===== config.mk =====
export PLATFORM = sky130hd
export DESIGN_NAME = mfb_mac
export DESIGN_NICKNAME = d
export VERILOG_FILES = /design/src/rtl/mfb_pkg.sv /design/src/rtl/mfb_mac.sv
export SDC_FILE = /design/constraint.sdc
export NUM_CORES = 1
export LEC_CHECK = 0
export BUFFER_PORTS_ARGS = -buffer_cell sky130_fd_sc_hd__buf_4
export CAP_MARGIN = 0
export CORE_MARGIN = 5
export CORE_UTILIZATION = 25
export CTS_CLUSTER_SIZE = 14
export DETAILED_ROUTE_END_ITERATION = 7
export GPL_ROUTABILITY_DRIVEN = 0
export MAX_ROUTING_LAYER = met4
export PLACE_DENSITY = 0.42
export SLEW_MARGIN = 20
export SYNTH_ARGS = -nofsm -noshare
export SYNTH_HDL_FRONTEND = slang
export SYNTH_SLANG_ARGS = --single-unit

===== constraint.sdc =====
create_clock -name clk -period 6.8 [get_ports clk]
set_input_delay 1.36 -clock clk [delete_from_list [all_inputs] [get_ports clk]]
set_output_delay 1.36 -clock clk [all_outputs]
set_load 0.005 [all_outputs]

===== src/rtl/mfb_pkg.sv =====
// shared types and constants for the monochrome framebuffer text rasterizer
// used by mfb_mac and mono_framebuffer_text_rasterizer; no dependencies
package mfb_pkg;

  localparam int FRAME_BYTES_DEF = 1024;
  localparam int FONT_WORDS_DEF  = 4096;
  localparam int FIRST_CHAR_DEF  = 32;

  localparam logic [7:0] WIDTH_RST   = 8'd128;
  localparam logic [6:0] HEIGHT_RST  = 7'd64;
  localparam logic [4:0] GLYPH_W_RST = 5'd7;
  localparam logic [5:0] GLYPH_H_RST = 6'd10;

  localparam logic [7:0] FILL_WHITE = 8'hFF;
  localparam logic [7:0] FILL_BLACK = 8'h00;

  // configuration register indexes
  typedef enum logic [1:0] {
    CFG_WIDTH   = 2'd0,
    CFG_HEIGHT  = 2'd1,
    CFG_GLYPH_W = 2'd2,
    CFG_GLYPH_H = 2'd3
  } cfg_idx_t;

  typedef enum logic [2:0] {
    CMD_PIXEL  = 3'd0,
    CMD_CURSOR = 3'd1,
    CMD_CHAR   = 3'd2,
    CMD_FILL   = 3'd3,
    CMD_FONT   = 3'd4
  } cmd_t;

  typedef enum logic [3:0] {
    ST_IDLE,
    ST_CH_BASE,
    ST_ROW,
    ST_PIX_RD,
    ST_PIX_WR,
    ST_FILL_N,
    ST_FILL,
    ST_RDBK,
    ST_LOAD
  } state_t;

  // request to the shared multiply-add unit: result = a * b + c
  typedef struct packed {
    logic       load;
    logic [7:0] a;
    logic [7:0] b;
    logic [7:0] c;
  } mac_req_t;

endpackage


===== src/rtl/mfb_mac.sv =====
// shared multiply-add unit with registered result
// depends on mfb_pkg for the request struct
module mfb_mac
  import mfb_pkg::*;
(
  input  logic        clk,
  input  mac_req_t    req,
  output logic [15:0] prod
);

  logic [15:0] mul;
  logic [15:0] sum;

  assign mul = 16'(req.a) * 16'(req.b);
  assign sum = mul + 16'(req.c);

  always_ff @(posedge clk) begin
    if (req.load) begin
      prod <= sum;
    end
  end

endmodule


# Word level (Yosys, flattened, before mapping)
# Index checks and enable logic that the tools add are counted.
dict set report totals {
  word_cells 3
  output_inout_bits 16
  regBits 16
}
dict set report classes {
  n_addsub 1
  multipliers 1
}
# cell count
set ops {}
lappend ops {{adder 16 x 8 -> 16 bit} 1}
lappend ops {{multiplier 8 x 8 -> 16 bit} 1}

# Logic depth before layout (Yosys ltp)
# Gate-level depths: netlist of run 1.
dict set report depth {
  ltp_word 2
  mapped_depth 15
  depth_no_buf 14
}

# Worst setup path after synthesis of run 1
# Ideal clock, no wire load.
dict set report synth_path {
  path_type {in2reg}
  startpoint {in req[17] (netlist name)}
  endpoint {reg prod[12] (data pin)}
  stages 12
  setup_slack_ns 1.618
  arrival_time_ns 5.002
  path_cell_list {and2_1 fa_1 fa_1 fa_1 inv_1 fa_1 inv_1 ha_1 and4_1 a21o_1 or4_1 o311ai_1}
}
dict set report synth_via {
  elab_chain_cells 2
}
# item line_no
set synth_lines {}
lappend synth_lines {{start: declaration} mfb_mac.sv:7} ;# input mac_req_t req,
lappend synth_lines {{multiplier 8 x 8 -> 16 bit} mfb_mac.sv:14} ;# assign mul = 16'(req.a) * 16'(req.b);
lappend synth_lines {{adder 16 x 8 -> 16 bit} mfb_mac.sv:15} ;# assign sum = mul + 16'(req.c);
lappend synth_lines {{named net sum[12]} mfb_mac.sv:12} ;# logic [15:0] sum;
lappend synth_lines {{end signal: assignment} mfb_mac.sv:19} ;# prod <= sum;
lappend synth_lines {{end: declaration} mfb_mac.sv:8} ;# output logic [15:0] prod
# The timed path passes the listed nets, and every way through them passes these cells.
# A chain may end at the register's enable or synchronous reset.

# Worst setup path in the final report of run 1
# Ends and elaborated chain as after synthesis.

==> summary.md, run 1 <==
| Metric | Value |
|---|---|
| Synthesized Nets | 404 |
| Max Freq | approximately 0.19 GHz |
| Unrepaired setup endpoints after global routing | no |
| Row count | 39 |
| All-Layer GR Usage | 0.0961 |
| WL met3 | 196 um |
| First-pass GRT wire length | just over 10000 um |
| FF+latch count, synth | 16 |
| TNS Setup | 0 ns |
| Vias/cell | 4.34 |
| Crit end category | flop |
| Initial antenna violation count | 0 |
| Synthesized netlist cell count | 298 |
| Most used cell along the critical path | fa_1 |
| Total power | 0.00107 W |
| Max clock buf depth | 2 |
| Setup repair bufs after CTS | 0 |
| Crit path kind | in -> reg |
| Core ar. | 11300 um^2 |
| GRT Residual Overflow | 0 |
| Die X-Extent | 117 um |
| Via count | approximately 2100 |
| # IOs | 42 |
| Die ar. | around 14000 um^2 |
| Drt initial violations | 80 |
| Area of the mapped netlist | between 2000 and 3000 um^2 |
| Slowest CP cell | fa_1 |
| Top Registers | prod: 16 flops |
| Fin. Hold Viols | 0 |
| CTS tree | done |
| Dpl hpwl | 5290 um |
| Minimum clock period | 5.25 ns |
| CP peak stage delay | 0.55 ns |
| Vias in the first global route | between 2000 and 2500 |
| CTS Buf Count | 3 |
| CP cell instances | buf_4 -> and2_1 -> fa_1 -> fa_1 -> fa_1 -> inv_1 -> fa_1 -> inv_1 -> ha_1 -> and4_1 -> a21o_1 -> or4_1 -> o311ai_1 |
| Highest routed layer | met4 |
| Final worst slack | 1.55 ns |
| Max FO, Critical Path | 8 |
| Die Height | between 100 and 150 um |
| IR drop worst, VDD | 0.141 mV |
| Wire per inst | 12.5 um |
| WP data required | 6.85 ns |
| Largest Register | prod |
| Largest net degree at the start of global routing | 17 |
| Antenna diodes | 0 |
| Hold Path Class | in -> reg |
| Yosys top cell area share | 0.308 |
| Placed Cells | between 400 and 500 |
| Sequential share of the synthesized area | 0.168 |
| Initial Utilization | 0.253 |
| Hold path depth | 2 |
| Largest area contributor in the netlist | fa_1 |
| Fin cells | 485 |
| DRT Pass-1 Iters | 3 |
| PostCTS Resize Cnt | 0 |
| Mean area per synthesized cell | 9.61 um^2 |
| Area Overhead vs Synth | 19.6% |
| Crit path DAT | between 5 and 6 ns |
| Worst-margin pin slew | roughly 0.57 ns |
| Drt drc | 0 |
| Final Net Count | 449 |
| H-tree Lvls | 1 |
| Hold buffer count at CTS | 0 |
| Port Buffers | 41 |
| Max reg flops | 16 |
| Final setup violation count | 0 |
| Power Dens Cells | ~310 nW/um^2 |
| Final Cycle Share | 0.772 |
| Fraction of layout cells with a size suffix above 1 | 0.140 |
| Routed WL | just over 6000 um |
| Antenna Violating Nets Remaining | 0 |
| Clock transition at path regs | 0.05 ns |
| Met2 WL post-DR | 3140 um |
| Dpl ws | ~1.2 ns |
| Unique cell type count in the Yosys netlist | 39 |
| Slew Limit Fails | 0 |
| M1 wire length | 2680 um |
| Sink Count | 16 |
| Root Driver | clkbuf_16 |
| Max_slew headroom | 0.618 |
| Status | complete, no violations |
| Pleak | 1.78 nW |
| Max-Cap Viols | 0 |
| Area contributors post-synth | fa_1, edfxtp_1, ha_1, inv_1, and2_1 |
| Worst Hold Margin | 1.44 ns |
| Synth Warn # | 0 |
| Crit start category | input port |
==> worst max-delay path, delay by kind of cell <==
| family | cells | cell delay (ns) |
|---|---|---|
| buf+inv | 3 | 0.24 |
| simple gates | 3 | 0.91 |
| compound gates | 2 | 0.34 |
| fa+ha+maj | 5 | 2.43 |
==> report_power, final <==
part / internal, W / switching [W]
Combinational: 0.000349 / 0.000410
Clock: 0.0000779 / 0.0000347
Sequential: 0.000186 / 0.0000109
Total: 0.000612 / 0.000456
==> cells in the mapped netlist <==
master	n
nor4b_1	1
a21o_1	6
o21ai_0	3
a21boi_2	1
nand2_1	33
nor2b_1	1
mux2_2	2
inv_1	69
a22o_1	1
a21oi_1	7
a221oi_1	2
ha_1	36
o21a_1	1
and3_1	1
and2_1	35
nor3_1	3
a22oi_1	1
nor4_1	1
and4_1	1
o31ai_1	1
or4_1	1
nand4_1	1
xor2_1	5
a211oi_1	2
nand2b_1	2
or3_1	1
nand3_1	3
or3b_1	1
o311ai_1	1
clkbuf_1	1
fa_1	44
o211ai_1	1
a211o_1	1
o311a_1	1
edfxtp_1	16
o211a_1	1
and3_2	1
xnor2_1	3
nor2_1	6
==> through the flow <==
step                      utilization  cell area [um^2]
after CTS                       0.302              3420
after detailed placement        0.296              3350
after global routing            0.302              3420
after floorplan                     -              2860
final                           0.302              3420
after global placement          0.296              3350
==> logic make-up (layout without fill, tap and decap cells) <==
family	after synthesis	after routing	share of synthesized area
buffers and inverters	70	114	0.0918
XOR/XNOR	8	8	0.0245
flip-flops	16	16	0.168
multiplexers	2	2	0.00787
adder cells (fa/ha/maj)	80	80	0.465
AND/OR/NAND/NOR	92	92	0.168
AO/OA/AOI/OAI	30	30	0.0752
==> layer usage <==
metal	vias to the layer above	global-route usage
met5	-	-
li1	1038	-
met2	25	0.168
met1	1039	0.122
met4	0	0.0115
met3	2	0.0144
==> path summary, 6_finish.rpt <==
path | from | endpoint | slack (ns)
setup / recovery | req[17] | prod[12] | 1.55
hold / removal | req[0] | prod[0] | 1.44
==> cells in the final DEF (no fill, tap or decap), types with 2 or more instances in the layout <==
cell type  instances
a21o_1             6
inv_1             69
xnor2_1            3
a21oi_1            7
buf_4             41
xor2_1             5
nand2_1           33
mux2_2             2
and2_1            35
nor2_1             6
nand3_1            3
nor3_1             3
clkbuf_16          3
a211oi_1           2
o21ai_0            3
ha_1              36
nand2b_1           2
a221oi_1           2
fa_1              44
edfxtp_1          16
==> area by class of cell <==
cell class | count | area [um^2]
repair buffers | 41 | 308
multi-input cells | 212 | 2120
clock inverters | 1 | 3.75
clock buffers | 3 | 75.1
flip-flops and latches | 16 | 480
fillers | 1246 | 7900
well taps | 143 | 179
inverters | 69 | 259
No activity file was read; power rests on OpenSTA's default activity.
==> run 2, diff against run 1 <==
--- a/config.mk
+++ b/config.mk
@@ -5,6 +5,7 @@
 export SDC_FILE = /design/constraint.sdc
 export NUM_CORES = 1
 export LEC_CHECK = 0
+export ABC_AREA = 1
 export BUFFER_PORTS_ARGS = -buffer_cell sky130_fd_sc_hd__buf_4
 export CAP_MARGIN = 0
 export CORE_MARGIN = 5
@@ -13,7 +14,7 @@
 export DETAILED_ROUTE_END_ITERATION = 7
 export GPL_ROUTABILITY_DRIVEN = 0
 export MAX_ROUTING_LAYER = met4
-export PLACE_DENSITY = 0.42
+export PLACE_DENSITY = 0.44
 export SLEW_MARGIN = 20
 export SYNTH_ARGS = -nofsm -noshare
 export SYNTH_HDL_FRONTEND = slang
==> constraint.sdc (replaced) <==
create_clock -name clk -period 4.65 [get_ports clk]
set_input_delay 0.93 -clock clk [delete_from_list [all_inputs] [get_ports clk]]
set_output_delay 0.93 -clock clk [all_outputs]
set_load 0.005 [all_outputs]
==> run 2 against run 1 <==
  * Setup slack worse by 1.3 ns
  * First-iteration DRC count is 25% lower
  * Die area is 5.6% higher
  * Clock power is 40% higher
  * Routed wire length is 5.5% higher
  * Largest power group unchanged
  * Combinational power is 42% higher
  * Synthesized area is 6.2% higher
  * Highest routed layer unchanged
==> summary.md, run 2 <==
| Metric | Value |
|---|---|
| Max clock buf depth | 2 (unchanged) |
| Crit start category | input port (unchanged) |
| Synthesized netlist cell count | 401 (was 298) |
| Row count | 40 (was 39) |
| Drt drc | 0 (unchanged) |
| Power Dens Cells | 430 nW/um^2 (was 312 nW/um^2) |
| Routed WL | 6370 um (was 6040 um) |
| Sink Count | 16 (unchanged) |
| Grt peak-use layer | met2 (unchanged) |
| Die Height | 120 um (was 117 um) |
| Final setup violation count | 0 (unchanged) |
| Largest net degree at the start of global routing | 17 (unchanged) |
| Port Buffers | 41 (unchanged) |
| Max_slew headroom | 0.854 (was 0.618) |
| GRT Residual Overflow | 0 (unchanged) |
| Setup repair bufs after CTS | 0 (unchanged) |
| Hold buffer count at CTS | 0 (unchanged) |
| Worst-margin pin slew | 0.218 ns (was 0.573 ns) |
| Unrepaired setup endpoints after global routing | no (unchanged) |
| Via count | 2346 (was 2104) |
| Antenna Violating Nets Remaining | 0 (unchanged) |
| Most frequent cells in the layout | inv_1, nand2_1, fa_1 (was inv_1, fa_1, buf_4) |
| Max Freq | 0.230 GHz |
| FF+latch count, synth | 16 (unchanged) |
| Area contributors post-synth | fa_1, inv_1, edfxtp_1, nand2_1, ha_1 (was fa_1, edfxtp_1, ha_1, inv_1, and2_1) |
| Total power | 0.00153 W (was 0.00107 W) |
| Yosys top cell area share | 0.290 (was 0.308) |
| Synth top cells by count | inv_1, nand2_1, fa_1 (was inv_1, fa_1, ha_1) |
| Hold Path End | prod[0] (unchanged) |
| Final Cycle Share | 0.936 |
| Sequential share of the synthesized area | 0.158 (was 0.168) |
| Count leader, synth | inv_1 (unchanged) |
| Hold Path Origin | req[0] (unchanged) |
| Final Net Count | 538 (was 449) |
| Fraction of layout cells with a size suffix above 1 | 0.112 (was 0.140) |
| Fin. Hold Viols | 0 (unchanged) |
| CTS Buf Count | 3 (unchanged) |
| Initial Utilization | 0.254 (was 0.253) |
| Largest area contributor in the netlist | fa_1 (unchanged) |
| Status | complete, no violations (unchanged) |
| WP data required | 4.64 ns (was 6.85 ns) |
| Synth Warn # | 0 (unchanged) |
| Post-synth EDFFs | 16 (unchanged) |
| Drt initial violations | 60 (was 80) |
| Crit path kind | in -> reg (unchanged) |
| H-tree Lvls | 1 (unchanged) |
| PostCTS Resize Cnt | 0 (unchanged) |
| DRT Pass-1 Iters | 4 (was 3) |
| Hold Path Class | in -> reg (unchanged) |
| Max-Cap Viols | 0 (unchanged) |
| Unique cell type count in the Yosys netlist | 13 (was 39) |
| Area Overhead vs Synth | 16.9% (was 19.6%) |
| Die ar. | 14500 um^2 (was 13700 um^2) |
| CP startpoint | req[18] (was req[17]) |
| Antenna diodes | 0 (unchanged) |
| # IOs | 42 (unchanged) |
| Wire per inst | 11.0 um (was 12.5 um) |
| Synthesized Nets | 507 (was 404) |
| Vias/cell | 4.07 (was 4.34) |
| Root Driver | clkbuf_16 (unchanged) |
| Crit end category | flop (unchanged) |
| Pleak | 2.20 nW (was 1.78 nW) |
| Met3 Use GR | 0.0145 (was 0.0144) |
| Die X-Extent | 120 um (was 117 um) |
| Crit path DAT | 4.35 ns (was 5.31 ns) |
| Grt met1 use | 0.117 (was 0.122) |
| M2 GR Usage | 0.179 (was 0.168) |
| Largest Register | prod (unchanged) |
| Max reg flops | 16 (unchanged) |
| Hold path depth | 2 (unchanged) |
| First-pass GRT wire length | 11300 um (was 10300 um) |
| Commonest non-fill, non-tap cell in the layout | inv_1 (unchanged) |
| Max FO, Critical Path | 8 (unchanged) |
| All-Layer GR Usage | 0.0976 (was 0.0961) |
| TNS Setup | 0 ns (unchanged) |
| Vias in the first global route | 2567 (was 2174) |
| Top Registers | prod: 16 flops (unchanged) |
| Clock transition at path regs | 0.05 ns (about the same) |
| Core ar. | 12000 um^2 (was 11300 um^2) |
| Mean area per synthesized cell | 7.58 um^2 (was 9.61 um^2) |
| Synth Flop Type | edfxtp_1 (unchanged) |
| Async SR Flop Fraction | 0 (unchanged) |
| Dpl hpwl | 5760 um (was 5290 um) |
| Area of the mapped netlist | 3040 um^2 (was 2860 um^2) |
| CTS tree | done (unchanged) |
| IR drop worst, VDD | 0.146 mV (was 0.141 mV) |
| Slew Limit Fails | 0 (unchanged) |
| Initial antenna violation count | 0 (unchanged) |
| Minimum clock period | between 4 and 5 ns |
-- run 2: cell types whose count changed after synthesis, sizes merged, moves of 6 or more --
cell / change
a21o: -6
and2: -35
clkbuf: +15
inv: +62
nand2: +89
nand3: +9
-- run 2: kinds of logic (layout without fill, tap and decap cells) --
family,count (synthesis),in the layout,share of synthesized area
simple gates,146,146,0.193
buf+inv,147,176,0.182
fa+ha+maj,80,80,0.438
compound gates,4,4,0.00659
flops,16,16,0.158
xor+xnor,8,8,0.0231
-- run 2: per-layer routing --
| layer | routed length (um) | share of wire |
|---|---|---|
| met5 | 0 | 0 |
| met4 | 35 | 0.0055 |
| met3 | 221 | 0.035 |
| met2 | 3130 | 0.49 |
| met1 | 2990 | 0.47 |
-- run 2: metrics by stage --
step / setup slack [ns] / utilization / instances / hold slack (ns) / area [um^2]
final: 0.295 / 0.297 / 577 / 1.00 / 3550
after global routing: 0.0436 / 0.297 / 577 / 1.01 / 3550
after CTS: 0.283 / 0.297 / 577 / 1.01 / 3550
after detailed placement: 0.0349 / 0.291 / 574 / 1.25 / 3480
after global placement: 0.0580 / 0.291 / 574 / 1.23 / 3480
after floorplan: 0.221 / - / 401 / 1.04 / 3040
-- run 2: area by class of cell --
class,instances,area (um^2)
Timing Repair Buffer,42,315
Clock buffer,3,75.1
Sequential cell,16,480
Fill cell,1319,8410
Tap cell,147,184
Multi-Input combinational cell,238,2010
Inverter,131,492
-- run 2: critical path, cell delays in order --
cell and delay [ns]:
buf_4 0.15, nand2_1 0.06, inv_1 0.05, fa_1 0.52
fa_1 0.52, fa_1 0.54, inv_1 0.05, fa_1 0.53
inv_1 0.04, ha_1 0.35, nand2_1 0.12, nor2_1 0.20
nand3_1 0.14, nand4_1 0.09, nand2_1 0.06
-- run 2: worst max-delay path by stage --
stage                          end  slack, ns  cells after the start
after floorplan           prod[10]       0.22                     17
after CTS                 prod[14]       0.28                     18
after global placement    prod[15]       0.06                     15
final                     prod[14]       0.30                     15
after detailed placement  prod[14]       0.03                     18
after global routing      prod[14]       0.04                     15
-- run 2: report_power, final --
group	internal (W)	switching, W	leakage [nW]	total (W)
Sequential	0.000271	0.0000170	0.156	0.000288
Combinational	0.000434	0.000647	2.01	0.00108
Clock	0.000112	0.0000456	0.0370	0.000158
